==> src/hw/rtl/berm_pkg.sv <==
// Package for the bit error rate meter: payload structs, job and status types,
// register indexes and the fixed-point constants of the log10 datapath.
// No dependencies; every other file of the block imports it.
package berm_pkg;

    // Counter and number formats.
    localparam int BYTE_COUNT_BITS = 40;
    localparam int ERR_BITS        = 48;
    localparam int FRAC_BITS       = 10;
    localparam int LOG_W           = FRAC_BITS + 5;

    // log2 unit: 6 bits of exponent, 24 fraction bits, 64-bit normalising window.
    localparam int LOG2_FRAC  = 24;
    localparam int LOG2_EXP_W = 6;
    localparam int LOG2_W     = LOG2_EXP_W + LOG2_FRAC;
    localparam int NORM_W     = 64;
    localparam int MANT_W     = 32;
    localparam int NORM_STEPS = 6;
    localparam int STEP_W     = 5;

    // log2 difference, log10(2) scaling and rounding.
    localparam int                D_W        = 32;
    localparam int                L10_W      = 29;
    localparam logic [L10_W-1:0]  L10_Q30    = 29'd323228497;
    localparam int                MAG_W      = D_W - 1 + L10_W;
    localparam int                RND_SHIFT  = LOG2_FRAC + 30 - FRAC_BITS;
    localparam int                Q_W        = MAG_W + 1 - RND_SHIFT;
    localparam logic [D_W-1:0]    LOG2_THREE = D_W'(3) << LOG2_FRAC;
    localparam logic [MAG_W:0]    ROUND_HALF = (MAG_W + 1)'(1) << (RND_SHIFT - 1);
    localparam logic [Q_W-1:0]    Q_MAX      = Q_W'(16) << FRAC_BITS;
    localparam logic [LOG_W-1:0]  MIN_CODE   = LOG_W'(1) << (LOG_W - 1);

    // Configuration port.
    localparam int                  CFG_IDX_W      = 2;
    localparam int                  CFG_DATA_W     = 32;
    localparam logic [CFG_IDX_W-1:0] REG_ONE_SHOT   = 2'd0;
    localparam logic [CFG_IDX_W-1:0] REG_MIN_ERRORS = 2'd1;
    localparam logic [CFG_IDX_W-1:0] REG_BER_FLOOR  = 2'd2;

    // Report kinds.
    localparam logic [1:0] KIND_STREAM = 2'd0;
    localparam logic [1:0] KIND_MIN    = 2'd1;
    localparam logic [1:0] KIND_FLOOR  = 2'd2;

    // Job queue depth.
    localparam int QUEUE_DEPTH = 2;
    localparam int QUEUE_AW    = $clog2(QUEUE_DEPTH);

    typedef struct packed {
        logic [7:0] ref_byte;
        logic [7:0] rx_byte;
    } t_in_item;

    typedef struct packed {
        logic signed [LOG_W-1:0] log_ber;
        logic [1:0]              report_kind;
    } t_out_item;

    typedef struct packed {
        logic                    one_shot;
        logic [31:0]             min_errors;
        logic signed [LOG_W-1:0] ber_floor;
    } t_cfg;

    // One counted byte handed from the front to the back.
    typedef struct packed {
        logic [ERR_BITS-1:0]        err_total;
        logic [BYTE_COUNT_BITS-1:0] byte_total;
        logic                       one_shot;
        logic                       min_hit;
    } t_job;

    typedef struct packed {
        logic idle;
        logic run_done;
    } t_back_stat;

    typedef enum logic [1:0] {
        BK_IDLE,
        BK_LOG,
        BK_MUL,
        BK_RND
    } t_back_state;

endpackage

==> src/hw/rtl/berm_queue.sv <==
// Short job queue between the counting front and the log10 back end.
// Depends on berm_pkg for the job type and depth.
module berm_queue (
    input  logic          i_clk,
    input  logic          i_rst_n,
    input  logic          i_push,
    input  berm_pkg::t_job i_data,
    input  logic          i_pop,
    output berm_pkg::t_job o_data,
    output logic          o_full,
    output logic          o_empty
);
    import berm_pkg::*;

    t_job                r_mem [QUEUE_DEPTH];
    logic [QUEUE_AW-1:0] r_wr_ptr;
    logic [QUEUE_AW-1:0] r_rd_ptr;
    logic [QUEUE_AW:0]   r_count;

    assign o_full  = (r_count == (QUEUE_AW + 1)'(QUEUE_DEPTH));
    assign o_empty = (r_count == '0);
    assign o_data  = r_mem[r_rd_ptr];

    // Pointers and fill level.
    always_ff @(posedge i_clk) begin
        if (!i_rst_n) begin
            r_wr_ptr <= '0;
            r_rd_ptr <= '0;
            r_count  <= '0;
        end else begin
            if (i_push) begin
                r_wr_ptr <= (r_wr_ptr == QUEUE_AW'(QUEUE_DEPTH - 1)) ? '0 : r_wr_ptr + 1'b1;
            end
            if (i_pop) begin
                r_rd_ptr <= (r_rd_ptr == QUEUE_AW'(QUEUE_DEPTH - 1)) ? '0 : r_rd_ptr + 1'b1;
            end
            case ({i_push, i_pop})
                2'b10:   r_count <= r_count + 1'b1;
                2'b01:   r_count <= r_count - 1'b1;
                default: r_count <= r_count;
            endcase
        end
    end

    // Storage.
    always_ff @(posedge i_clk) begin
        if (i_push) begin
            r_mem[r_wr_ptr] <= i_data;
        end
    end

endmodule

==> config.mk <==
export PLATFORM = sky130hd
export DESIGN_NAME = berm_queue
export DESIGN_NICKNAME = d
export VERILOG_FILES = /design/src/hw/rtl/berm_pkg.sv /design/src/hw/rtl/berm_queue.sv
export SDC_FILE = /design/constraint.sdc
export NUM_CORES = 1
export LEC_CHECK = 0
export ABC_AREA = 1
export BUFFER_PORTS_ARGS = -buffer_cell sky130_fd_sc_hd__buf_4
export CORE_MARGIN = 2
export CORE_UTILIZATION = 53
export CTS_BUF_LIST = sky130_fd_sc_hd__clkbuf_16
export DETAILED_ROUTE_END_ITERATION = 7
export PLACE_DENSITY = 0.88
export RECOVER_POWER = 25
export SETUP_SLACK_MARGIN = 0.1
export SKIP_LAST_GASP = 1
export SLEW_MARGIN = 20
export SYNTH_ARGS = -nofsm -noshare
export SYNTH_HDL_FRONTEND = slang
export SYNTH_SLANG_ARGS = --single-unit
export TNS_END_PERCENT = 50
==> constraint.sdc <==
create_clock -name i_clk -period 6.2 [get_ports i_clk]
set_clock_uncertainty 0.05 [all_clocks]
set_input_delay 0.31 -clock i_clk [delete_from_list [all_inputs] [get_ports i_clk]]
set_output_delay 0.31 -clock i_clk [all_outputs]
set_load 0.03 [all_outputs]
=== After elaboration in Yosys (flattened, before gate mapping) ===
Memory sizes are Yosys's and may differ from the RTL's. A register that Yosys moved wholly into a read port is not among the register bits.
Cells that the tools add are included.

* RAM bits: 180
* Input bits: 94
* Memories kept: 1
* Register bits: 4
* Output and inout port bits: 92

* Multiplexer cells: 7
* Equal/unequal tests: 3
* Add/sub/neg operators: 4
* Reductions and logical operators: 2

{| class="wikitable"
|+ Memories
! memory !! words !! bits a word !! rd ports !! clocked after Yosys merged registers in !! wr ports !! line !! RTL
|-
| r_mem || 2 || 90 || 1 || 1 || 1 || berm_queue.sv:15 || <nowiki>t_job r_mem [QUEUE_DEPTH];</nowiki>
|}

{| class="wikitable"
|+ Operators by type and width
! operator !! count
|-
| 1-bit 2-to-1 mux || 6
|-
| 2-bit == test, second input constant || 2
|-
| 2-bit case mux with 2 select lines || 1
|-
| 1-bit adder, second input constant || 2
|-
| 2-bit by 1-bit adder with 2-bit output, second input constant || 1
|-
| 2-bit by 1-bit == test with 1-bit output, second input constant || 1
|-
| 2-bit zero test || 1
|-
| 2-bit nonzero test || 1
|-
| 2-bit by 1-bit subtractor with 2-bit output, second input constant || 1
|}

=== Depth between registers and ports, before layout ===
* Depth in word-level cells: 4
* Depth in mapped cells: 7

=== Worst setup path before layout ===
Ideal clock, no wire load.

* Kind: input to register
* From: input i_push
* To: memory r_mem[0][0] in the netlist's numbering (enable)
* Data arrival time: 4.140 ns
* Stages on the path: 2
* Buffers on the path: 0
* Path slack: 1.468 ns
* Required time: 5.608 ns
* Cell sequence: inv_1 nor2_1

* Cells in the longest elaborated chain, start to end: 2

{| class="wikitable"
|+ Ends and longest elaborated chain
! what !! line !! RTL
|-
| start, declared || berm_queue.sv:6 || <nowiki>input logic i_push,</nowiki>
|-
| 1-bit 2-to-1 mux || berm_queue.sv:47 || <nowiki>if (i_push) begin</nowiki>
|-
| 1-bit 2-to-1 mux (implied by the code) || berm_queue.sv:48 || <nowiki>r_mem[r_wr_ptr] <= i_data;</nowiki>
|-
| end, declared || berm_queue.sv:15 ||
|}

Every way passes these cells.

==> results.toml <==
[setup_path]
r2r_end = "r_mem[0][2]"
r2r_slack_ns = 3.84
endpoint_kind = "output port"
crit_fanout = 54
r2r_cells = 2
path_cells = "buf_4, mux2_4, buf_4"
crit_family = "buffers and inverters"
cp.arrival_ns = 2.68
worstPathBufferInverterCount = 2
cp-start-kind = "register"
crit_top_cell = "buf_4"
cp.required_ns = 5.84
r2r_start = "r_wr_ptr"
worst_path_largest_cell_delay_ns = 0.84
critPathKind = "register to output port"
slowest_stage = "buf_4"

[detailed_routing]
drt_wl_total_mm = 12.3
avgRoutedWirePerCell_um = 17.6
vias = 3456
vias_per_cell = 4.94
drtIter0Drc = 260
dr.pass1.iters = 4
antenna_left = 0
drc_errors = 0

[synthesis]
ys_async_sr_fraction = 0
synth_cells = 315
ys_seq_area_frac = 0.767
synth_area_um2 = 7170
synth_area_leader_cell = "edfxtp_1"
synth_area_leaders = "edfxtp_1 (75%), mux2_4 (19%), buf_12 (2.5%), dfxtp_1 (1.4%), nor2_1 (0.63%)"
yosysMostFrequentCell = "edfxtp_1"
ys_seq_elements = 185
synth.distinct_cells = 12
synth_warnings = 0
synth_ff_type = "edfxtp_1"
synth_edf_count = 180
synth_top_area_frac = 0.753
synthTopCellsByCount = "edfxtp_1 (180), mux2_4 (90), nor2_1 (12), buf_12 (9), nand2_1 (8)"
synthesis.nets = 410
syn_avg_cell_area_um2 = 22.8

[min_path]
min_path_type = "primary input to register"
whs_endpoint = "r_mem[1][83]"
hp-start = "i_data[83]"
whs_path_depth = 1

[floorplan]
initial_utilization = 0.542
placementRows = 42
core_region_area_um2 = 13200
design.die.area_um2 = 14500
die_height_um = 120
ioPinCount = 186
die_x_um = 120

[placement]
portBuffers = 185
dpl.hpwl_mm = 8.24
post-place-ws_ns = 3.57
place.gp.congestion = 0.722
dpl_cell_area_um2 = 8620

[cts]
post_cts_resized = 0
cts_buffers = 17
cts_setup_buffers = 0
ctsHoldBuffers = 0
path_clk_slew_ns = 0.06
clock_latency_ns = 0.42
h-tree-depth = 4
root_buffer = "clkbuf_16"
clk_path_buf_depth = 2
cts.sinks = 185
cts_tree = "yes"

[pwr]
pwr_density_cell_nw_per_um2 = 320
power_mw = 2.94
leakagePower_nw = 3.63
peakVddDrop_v = 0.000234

[timing]
fin_setup_tns_ns = 0
setup_ws_ns = 3.16
max_freq_mhz = 328
slew_headroom = 0.303
setup_viol = 0
fin_hold_ws_ns = 0.0311
fin_crit_sh = 0.491
slew_violations = 0
tightest_slew_ns = 1.04
rsz0062_at_grt = "no"
period_needed_ns = 3.04
hold_violations = 0

[global_routing]
grt_pass1_vias = 3589
grt_max_degree = 91
track_usage = 0.173
grt_overflow_total = 0
grt_first_pass_wirelength_mm = 18.3
antenna_found_initial = 0

[finish]
drive_gt1_frac = 0.569
syn_to_final_growth_pct = 27.8
antennaDiodeCount = 0
seq_area_um2 = 5510
fill_cells = 856
multi_input_area_um2 = 1460
finalInstanceArea_um2 = 9170
final_nets = 606

[run]
cap_violations = 0

[outcome]
status = "finished, final reports clean"
where the power goes:
part	internal, mW	switching (mW)	total, mW
Clock	0.627	0.428	1.06
Combinational	0.188	0.218	0.406
Sequential	1.45	0.0279	1.48
per-layer routing:
layer  GRT usage  wire length, um  share of wire
met1       0.197             4710           0.38
met2       0.302             6630           0.54
met3      0.0552              758          0.062
met4      0.0727              223          0.018
met5           0                0              0
logic make-up after synthesis:
logic type | Yosys count | share of synthesized area
flops | 185 | 0.767
simple gates | 21 | 0.0113
mux | 90 | 0.188
fa+ha+maj | 1 | 0.00174
compound gates | 2 | 0.00139
buf+inv | 16 | 0.0298
worst max path at each step:
stage,slack [ns],depth (start not counted),to,start
after global placement,3.61,3,o_data[73],register
after detailed placement,3.57,3,o_data[70],register
after floorplan,1.47,2,r_mem[0][0],i_push
after global routing,3.02,3,o_data[50],register
after CTS,3.12,3,o_data[70],register
final,3.16,3,o_data[50],register
layout make-up:
cell class,instances,share of cell area
multi-input combinational,114,0.160
sequential,185,0.601
tap,176,0.0240
inverter,6,0.00300
clock buffer,17,0.0464
clock inverter,15,0.0176
timing repair buffer,187,0.149
state kept, by name, indices dropped and copies added, names as in the netlist, named ones only:
name	flops
r_rd_ptr	1
r_wr_ptr	1
r_count	2
r_mem	180
placed cells by master, fill, tap and decap left out:
master      count
dfxtp_4         1
buf_4         125
nor2_4          1
nor2_1         11
edfxtp_1      180
nand2_1         8
o21ai_0         1
clkinv_2        4
ha_1            1
clkbuf_1       11
inv_1           7
a21oi_1         1
mux2_4         90
clkbuf_16      17
dfxtp_1         4
clkbuf_4       51
clkinv_1        1
nand4_1         1
clkinv_4        2
inv_6           1
bufinv_16       3
clkinvlp_4      3
through the flow:
stage / instances / util
2_1_floorplan: 315 / -
6_report: 700 / 0.692
3_5_place_dp: 668 / 0.651
3_3_place_gp: 668 / 0.651
4_1_cts: 700 / 0.695
5_1_grt: 700 / 0.692
Power figures use the tool's default switching activity.
