<file path="config.mk">
export PLATFORM = sky130hd
export DESIGN_NAME = berm_front
export DESIGN_NICKNAME = d
export VERILOG_FILES = /design/src/hw/rtl/berm_pkg.sv /design/src/hw/rtl/berm_front.sv
export SDC_FILE = /design/constraint.sdc
export NUM_CORES = 1
export LEC_CHECK = 0
export BUFFER_PORTS_ARGS = -buffer_cell sky130_fd_sc_hd__buf_2
export CAP_MARGIN = 10
export CELL_PAD_IN_SITES_DETAIL_PLACEMENT = 0
export CELL_PAD_IN_SITES_GLOBAL_PLACEMENT = 1
export CORE_AREA = 2 2 142 144
export CTS_CLUSTER_DIAMETER = 150
export DETAILED_ROUTE_END_ITERATION = 8
export DIE_AREA = 0 0 144 146
export HOLD_SLACK_MARGIN = 0.12
export PLACE_DENSITY = 0.84
export SLEW_MARGIN = 10
export SYNTH_ARGS = -nofsm -noshare
export SYNTH_HDL_FRONTEND = slang
export SYNTH_SLANG_ARGS = --single-unit
export TNS_END_PERCENT = 50
</file>
<file path="constraint.sdc">
create_clock -name i_clk -period 8.1 [get_ports i_clk]
set_clock_uncertainty 0.15 [all_clocks]
set_input_delay 1.215 -clock i_clk [delete_from_list [all_inputs] [get_ports i_clk]]
set_output_delay 1.215 -clock i_clk [all_outputs]
set_load 0.02 [all_outputs]
</file>
<file path="src/hw/rtl/berm_pkg.sv">
// Package for the bit error rate meter: payload structs, job and status types,
// register indexes and the fixed-point constants of the log10 datapath.
// No dependencies; every other file of the block imports it.
package berm_pkg;

    // Counter and number formats.
    localparam int BYTE_COUNT_BITS = 40;
    localparam int ERR_BITS        = 48;
    localparam int FRAC_BITS       = 10;
    localparam int LOG_W           = FRAC_BITS + 5;

    // log2 unit: 6 bits of exponent, 24 fraction bits, 64-bit normalising window.
    localparam int LOG2_FRAC  = 24;
    localparam int LOG2_EXP_W = 6;
    localparam int LOG2_W     = LOG2_EXP_W + LOG2_FRAC;
    localparam int NORM_W     = 64;
    localparam int MANT_W     = 32;
    localparam int NORM_STEPS = 6;
    localparam int STEP_W     = 5;

    // log2 difference, log10(2) scaling and rounding.
    localparam int                D_W        = 32;
    localparam int                L10_W      = 29;
    localparam logic [L10_W-1:0]  L10_Q30    = 29'd323228497;
    localparam int                MAG_W      = D_W - 1 + L10_W;
    localparam int                RND_SHIFT  = LOG2_FRAC + 30 - FRAC_BITS;
    localparam int                Q_W        = MAG_W + 1 - RND_SHIFT;
    localparam logic [D_W-1:0]    LOG2_THREE = D_W'(3) << LOG2_FRAC;
    localparam logic [MAG_W:0]    ROUND_HALF = (MAG_W + 1)'(1) << (RND_SHIFT - 1);
    localparam logic [Q_W-1:0]    Q_MAX      = Q_W'(16) << FRAC_BITS;
    localparam logic [LOG_W-1:0]  MIN_CODE   = LOG_W'(1) << (LOG_W - 1);

    // Configuration port.
    localparam int                  CFG_IDX_W      = 2;
    localparam int                  CFG_DATA_W     = 32;
    localparam logic [CFG_IDX_W-1:0] REG_ONE_SHOT   = 2'd0;
    localparam logic [CFG_IDX_W-1:0] REG_MIN_ERRORS = 2'd1;
    localparam logic [CFG_IDX_W-1:0] REG_BER_FLOOR  = 2'd2;

    // Report kinds.
    localparam logic [1:0] KIND_STREAM = 2'd0;
    localparam logic [1:0] KIND_MIN    = 2'd1;
    localparam logic [1:0] KIND_FLOOR  = 2'd2;

    // Job queue depth.
    localparam int QUEUE_DEPTH = 2;
    localparam int QUEUE_AW    = $clog2(QUEUE_DEPTH);

    typedef struct packed {
        logic [7:0] ref_byte;
        logic [7:0] rx_byte;
    } t_in_item;

    typedef struct packed {
        logic signed [LOG_W-1:0] log_ber;
        logic [1:0]              report_kind;
    } t_out_item;

    typedef struct packed {
        logic                    one_shot;
        logic [31:0]             min_errors;
        logic signed [LOG_W-1:0] ber_floor;
    } t_cfg;

    // One counted byte handed from the front to the back.
    typedef struct packed {
        logic [ERR_BITS-1:0]        err_total;
        logic [BYTE_COUNT_BITS-1:0] byte_total;
        logic                       one_shot;
        logic                       min_hit;
    } t_job;

    typedef struct packed {
        logic idle;
        logic run_done;
    } t_back_stat;

    typedef enum logic [1:0] {
        BK_IDLE,
        BK_LOG,
        BK_MUL,
        BK_RND
    } t_back_state;

endpackage

</file>
<file path="src/hw/rtl/berm_front.sv">
// Front end: accepts byte pairs, counts bit errors and bytes with saturation,
// and queues one job per counted byte. Depends on berm_pkg.
module berm_front (
    input  logic                i_clk,
    input  logic                i_rst_n,
    input  berm_pkg::t_cfg      i_cfg,
    input  berm_pkg::t_back_stat i_stat,
    input  logic                i_in_valid,
    output logic                o_in_ready,
    input  berm_pkg::t_in_item  i_in_data,
    input  logic                i_q_full,
    input  logic                i_q_empty,
    output logic                o_push,
    output berm_pkg::t_job      o_job
);
    import berm_pkg::*;

    logic [ERR_BITS-1:0]        r_err;
    logic [BYTE_COUNT_BITS-1:0] r_bytes;
    logic [ERR_BITS-1:0]        n_err;
    logic [BYTE_COUNT_BITS-1:0] n_bytes;
    logic [7:0]                 w_diff;
    logic [3:0]                 w_bits;
    logic [ERR_BITS:0]          w_sum;
    logic                       w_accept;
    logic                       w_drop;

    // In test mode the back end must finish each byte first, as it may end the run.
    assign o_in_ready = !i_q_full && (!i_cfg.one_shot || (i_stat.idle && i_q_empty));
    assign w_accept   = i_in_valid && o_in_ready;
    assign w_drop     = i_cfg.one_shot && i_stat.run_done;
    assign o_push     = w_accept && !w_drop;

    // Popcount of the differing bits.
    always_comb begin
        w_diff = i_in_data.ref_byte ^ i_in_data.rx_byte;
        w_bits = '0;
        for (int i = 0; i < 8; i++) begin
            w_bits = w_bits + 4'(w_diff[i]);
        end
    end

    // Saturating counters.
    always_comb begin
        w_sum   = {1'b0, r_err} + (ERR_BITS + 1)'(w_bits);
        n_err   = w_sum[ERR_BITS] ? {ERR_BITS{1'b1}} : w_sum[ERR_BITS-1:0];
        n_bytes = (&r_bytes) ? r_bytes : r_bytes + 1'b1;
    end

    always_comb begin
        o_job.err_total  = n_err;
        o_job.byte_total = n_bytes;
        o_job.one_shot   = i_cfg.one_shot;
        o_job.min_hit    = (n_err >= {{(ERR_BITS - 32){1'b0}}, i_cfg.min_errors});
    end

    always_ff @(posedge i_clk) begin
        if (!i_rst_n) begin
            r_err   <= '0;
            r_bytes <= '0;
        end else if (o_push) begin
            r_err   <= n_err;
            r_bytes <= n_bytes;
        end
    end

endmodule

</file>
## Word level (Yosys, flattened, before mapping)

Cells that the tools add are included.
W data, S select, Z words.

| storage, ports and cells | value |
|---|---|
| flip-flop bits (word level) | 88 |
| output and inout port bits | 92 |
| word-level logic and storage cells | 25 |

| cells by class | value |
|---|---|
| add/subtract/negate cells | 9 |
| $lt $le $gt $ge | 1 |
| muxes and demuxes | 2 |
| bitwise operators | 1 |
| reduce and logical (&&, ||, !) cells | 10 |

Operator list:

| kind | count |
|---|---|
| $add A48 B4 Y49 | 1 |
| $ge A48 B32 Y1 | 1 |
| $mux W48 | 1 |
| $add A40 B1 Y40 const B | 1 |
| $mux W40 | 1 |
| $reduce_and A40 Y1 | 1 |
| $add A4 B1 Y4 | 4 |
| $xor A8 B8 Y8 | 1 |
| $logic_and A1 B1 Y1 | 5 |
| $add A3 B1 Y4 | 1 |
| $add A2 B1 Y3 | 1 |
| $logic_not A1 Y1 | 3 |
| $add A1 B1 Y2 | 1 |
| $logic_or A1 B1 Y1 | 1 |

## Longest topological paths before layout

| logic depth | value |
|---|---|
| word-level depth | 11 |
| mapped depth | 24 |
| gate-level depth less buffers | 22 |

## Worst setup path after synthesis

OpenSTA, ideal clock, no wires.

| path | value |
|---|---|
| kind | in2out |
| start point | input port i_in_data[0] in the netlist's numbering |
| end point | output port o_job[0] in the netlist's numbering |
| data arrival time | 6949 ps |
| setup slack | -214 ps |
| cell stages on the path | 24 |
| buffers on the path | 3 |
| cells stage by stage | xor2_1 fa_1 fa_1 inv_1 fa_1 fa_1 inv_1 fa_1 nand3_1 nand2_1 nand4_1 or2_1 buf_2 clkbuf_1 buf_1 nand2_1 ha_1 a2111oi_0 o21ai_0 a221o_1 a2111oi_0 o21ai_0 nor4b_1 nand4_1 |

RTL lines:

| item | RTL line | source |
|---|---|---|
| from (decl) | berm_front.sv:10 | `input berm_pkg::t_in_item i_in_data,` |
| to (decl) | berm_front.sv:14 | `output berm_pkg::t_job o_job` |

==> out/metrics.csv <==
stage,metric,value,unit
status,status,"complete, no violations",
logic_synthesis,ys.flop_type,dfxtp_1,
critical_path,critPathMaxFanout,3,
cells_and_area,areaGrowthSynthToFinish,25.1,%
logic_synthesis,yosysMostFrequentCell,nand2_1,
clocking,path_clk_slew,60,ps
clocking,cts_htree_levels,3,
logic_synthesis,synth_warnings,0,
floorplanning,initial_core_util,35.5,%
power,ir_worst_vdd,0.159,mV
clocking,cts-root-buf,clkbuf_16,
routing,drc,0,
logic_synthesis,syn-num-nets,1028,
logic_synthesis,yosysTopAreaCell,dfxtp_1,
logic_synthesis,synthAdderAreaFrac,8.57,%
routing,drt-total-wl,19200,um
placed_design,dp_hpwl,14200,um
clocking,cts_sinks,88,
sta,worst_slack,78.5,ps
sta,fin_crit,8020,ps
logic_synthesis,synth-simple-area-share,30.5,%
sta,fin_setup_tns,0,ps
placed_design,portBuffers,147,
logic_synthesis,async_flop_share,0,%
power,powerDensity,135,nW/um2
sta,slew_headroom,36.1,%
power,power_frac_clock,35.6,%
floorplanning,die_x,144,um
routing,wl_per_cell,14.2,um
power,switching_power,348,uW
floorplanning,core_area,19300,um2
global_routing,grt.overflow.total,0,
logic_synthesis,synthMuxAreaShare,0.693,%
routing,dr.first_iter.drc_count,397,
clocking,cts_buffer_depth,2,
logic_synthesis,syn_area,6860,um2
sta,finalMaxSlewViolations,0,
sta,hold_violations,0,
logic_synthesis,synth_area_leaders,"dfxtp_1 26%, xor2_1 7.8%, ha_1 7.1%",
sta,finalCritPeriodShare,99.0,%
logic_synthesis,synth_edf_count,0,
clocking,clock_latency,360,ps
critical_path,path_class,input port to output port,
placed_design,place_ws,-745,ps
logic_synthesis,synthDistinctLibCells,75,
floorplanning,pin_count,163,
critical_path,cp-start-kind,input port,
global_routing,antenna_found_initial,0,
routing,vias_per_cell,5.09,
routing,route.vias.total,6883,
logic_synthesis,ys_seq_area_share,25.7,%
global_routing,grt_pass1_vias,6605,
power,seq_power_share,38.6,%
cells_and_area,drive_above_1_share,25.4,%
routing,drtAntennaViolNets,0,
routing,firstDrtPassIters,5,
worst_hold_path,holdCritPathClass,register to register,
cells_and_area,antennaDiodeCount,0,
global_routing,grt_max_degree,85,
clocking,cts_inserted_buffers,9,
power,switching_share,30.0,%
logic_synthesis,synth_xor_xnor_area_share,13.9,%
logic_synthesis,syn_avg_cell_area,7.51,um2
sta,worst_pin_slew,958,ps
logic_synthesis,synth_top_family_by_area,simple AND/OR/NAND/NOR gates,
logic_synthesis,synthTopCellsByCount,"115 x nand2_1, 110 x nor2_1, 88 x dfxtp_1",
floorplanning,fp.dieArea,21000,um2
global_routing,grt_pass1_wl,31500,um
critical_path,critical_path.endpoint_type,output port,
critical_path,critical_path_arrival,6660,ps
sta,setup_viol,0,
logic_synthesis,yosysTopAreaCellShare,25.7,%
clocking,cts_tree,built,
global_routing,grt_use_total,18.2,%
flow_run,maxCapViolations,0,
critical_path,crit_required,6730,ps
power,p_comb_share,25.9,%
logic_synthesis,synth-compound-area-share,14.2,%
power,leakagePower,3.85,nW
placed_design,gp_congestion,0.810,
sta,rsz0062_at_grt,true,
logic_synthesis,ys_ff_latch,88,
cells_and_area,multi_input_area,4790,um2
floorplanning,num_rows,51,
cells_and_area,seqCellArea,1760,um2
floorplanning,die_y,146,um
logic_synthesis,syn_inst,913,
cells_and_area,fill_cells,1994,
sta,fmax,125,MHz
power,power.internal,815,uW
cells_and_area,finalNetCount,1198,
## state kept, by name (all words and copies together), names as in the netlist
| name | count |
|---|---|
| r_err | 48 |
| r_bytes | 40 |
## worst max-delay path, stage by stage
cell       delay (ps)
buf_6             100
xor2_2            170
fa_1              490
fa_1              490
inv_1              50
fa_1              460
fa_2              380
buf_6             130
nor2b_4           100
o31a_1            170
o211ai_1          170
buf_4             190
o31ai_2           210
nand3_2           150
ha_4              260
a2111oi_4         270
o21ai_1           120
a221o_1           370
a2111oi_4         380
o21ai_2           140
nor4b_2           230
buf_4             150
nand4_1           120
buf_6             180
## power groups by stage
stage	logic [mW]	registers (mW)	clock network (mW)
after detailed placement	0.283	0.458	0
after CTS	0.290	0.448	0.423
after global routing	0.337	0.450	0.438
after global placement	0.281	0.458	0
after floorplan	0.174	0.456	0
final	0.301	0.449	0.414
## cell type report
cell class | count | area share, %
tap | 265 | 3.86
sequential | 88 | 20.5
inverter | 50 | 2.20
timing repair buffer | 210 | 14.4
multi-input combinational | 724 | 55.8
clock inverter | 4 | 0.554
clock buffer | 10 | 2.67
## timing repair
item                                    in CTS  in global routing
hold buffers                                 0                  0
pin swaps                                   12                 10
resized for setup                           16                 19
endpoints found under the setup margin       1                  1
buffers inserted                             1                  2
## worst paths after layout
path / slack [ps] / startpoint / cells past startpoint / endpoint
max: 80 / i_in_data[0] / 24 / o_job[0]
min: 320 / r_err[2]$_SDFFE_PN0P_ / 2 / r_err[2]$_SDFFE_PN0P_
max reg2reg: 3750 / r_err[0]$_SDFFE_PN0P_ / 16 / r_err[33]$_SDFFE_PN0P_
min reg2reg: 320 / r_err[2]$_SDFFE_PN0P_ / 2 / r_err[2]$_SDFFE_PN0P_
## through the flow
stage	total power, mW	hold WS [ps]	util (%)	instance area (um2)	cells
after detailed placement	0.742	320	42.1	8130	1334
final	1.16	325	44.4	8580	1351
after CTS	1.16	329	43.9	8480	1349
after global routing	1.23	348	44.4	8580	1351
after global placement	0.739	304	42.1	8130	1334
after floorplan	0.630	291	-	6870	913
## per-layer routing
| layer | vias to the layer above | global-route usage, % | part of all wire, % |
|---|---|---|---|
| met5 | - | 0 | 0 |
| met4 | 0 | 5.39 | 1.9 |
| met3 | 25 | 3.22 | 4.7 |
| met2 | 167 | 31.1 | 48 |
| met1 | 3158 | 23.2 | 45 |
| li1 | 3533 | - | - |
## cells by family (layout without fill, tap and decap cells)
kind of cell	after synthesis	after routing
simple gates	419	419
compound gates	148	148
xor+xnor	109	109
buf+inv	101	274
flops	88	88
fa+ha+maj	44	44
mux	4	4
## placed cells by master, fill, tap and decap left out, types with 13 or more instances in the layout
master,n
xnor2_1,48
buf_4,61
nor3_1,27
xor2_1,58
nor2_1,110
nand3_1,38
nand2_1,115
a311oi_1,20
a21oi_1,54
nand4_1,33
dfxtp_1,88
ha_1,37
inv_1,47
buf_2,145
o21ai_0,22
and3_1,13
Note: power is estimated with default switching activity, not from simulation.
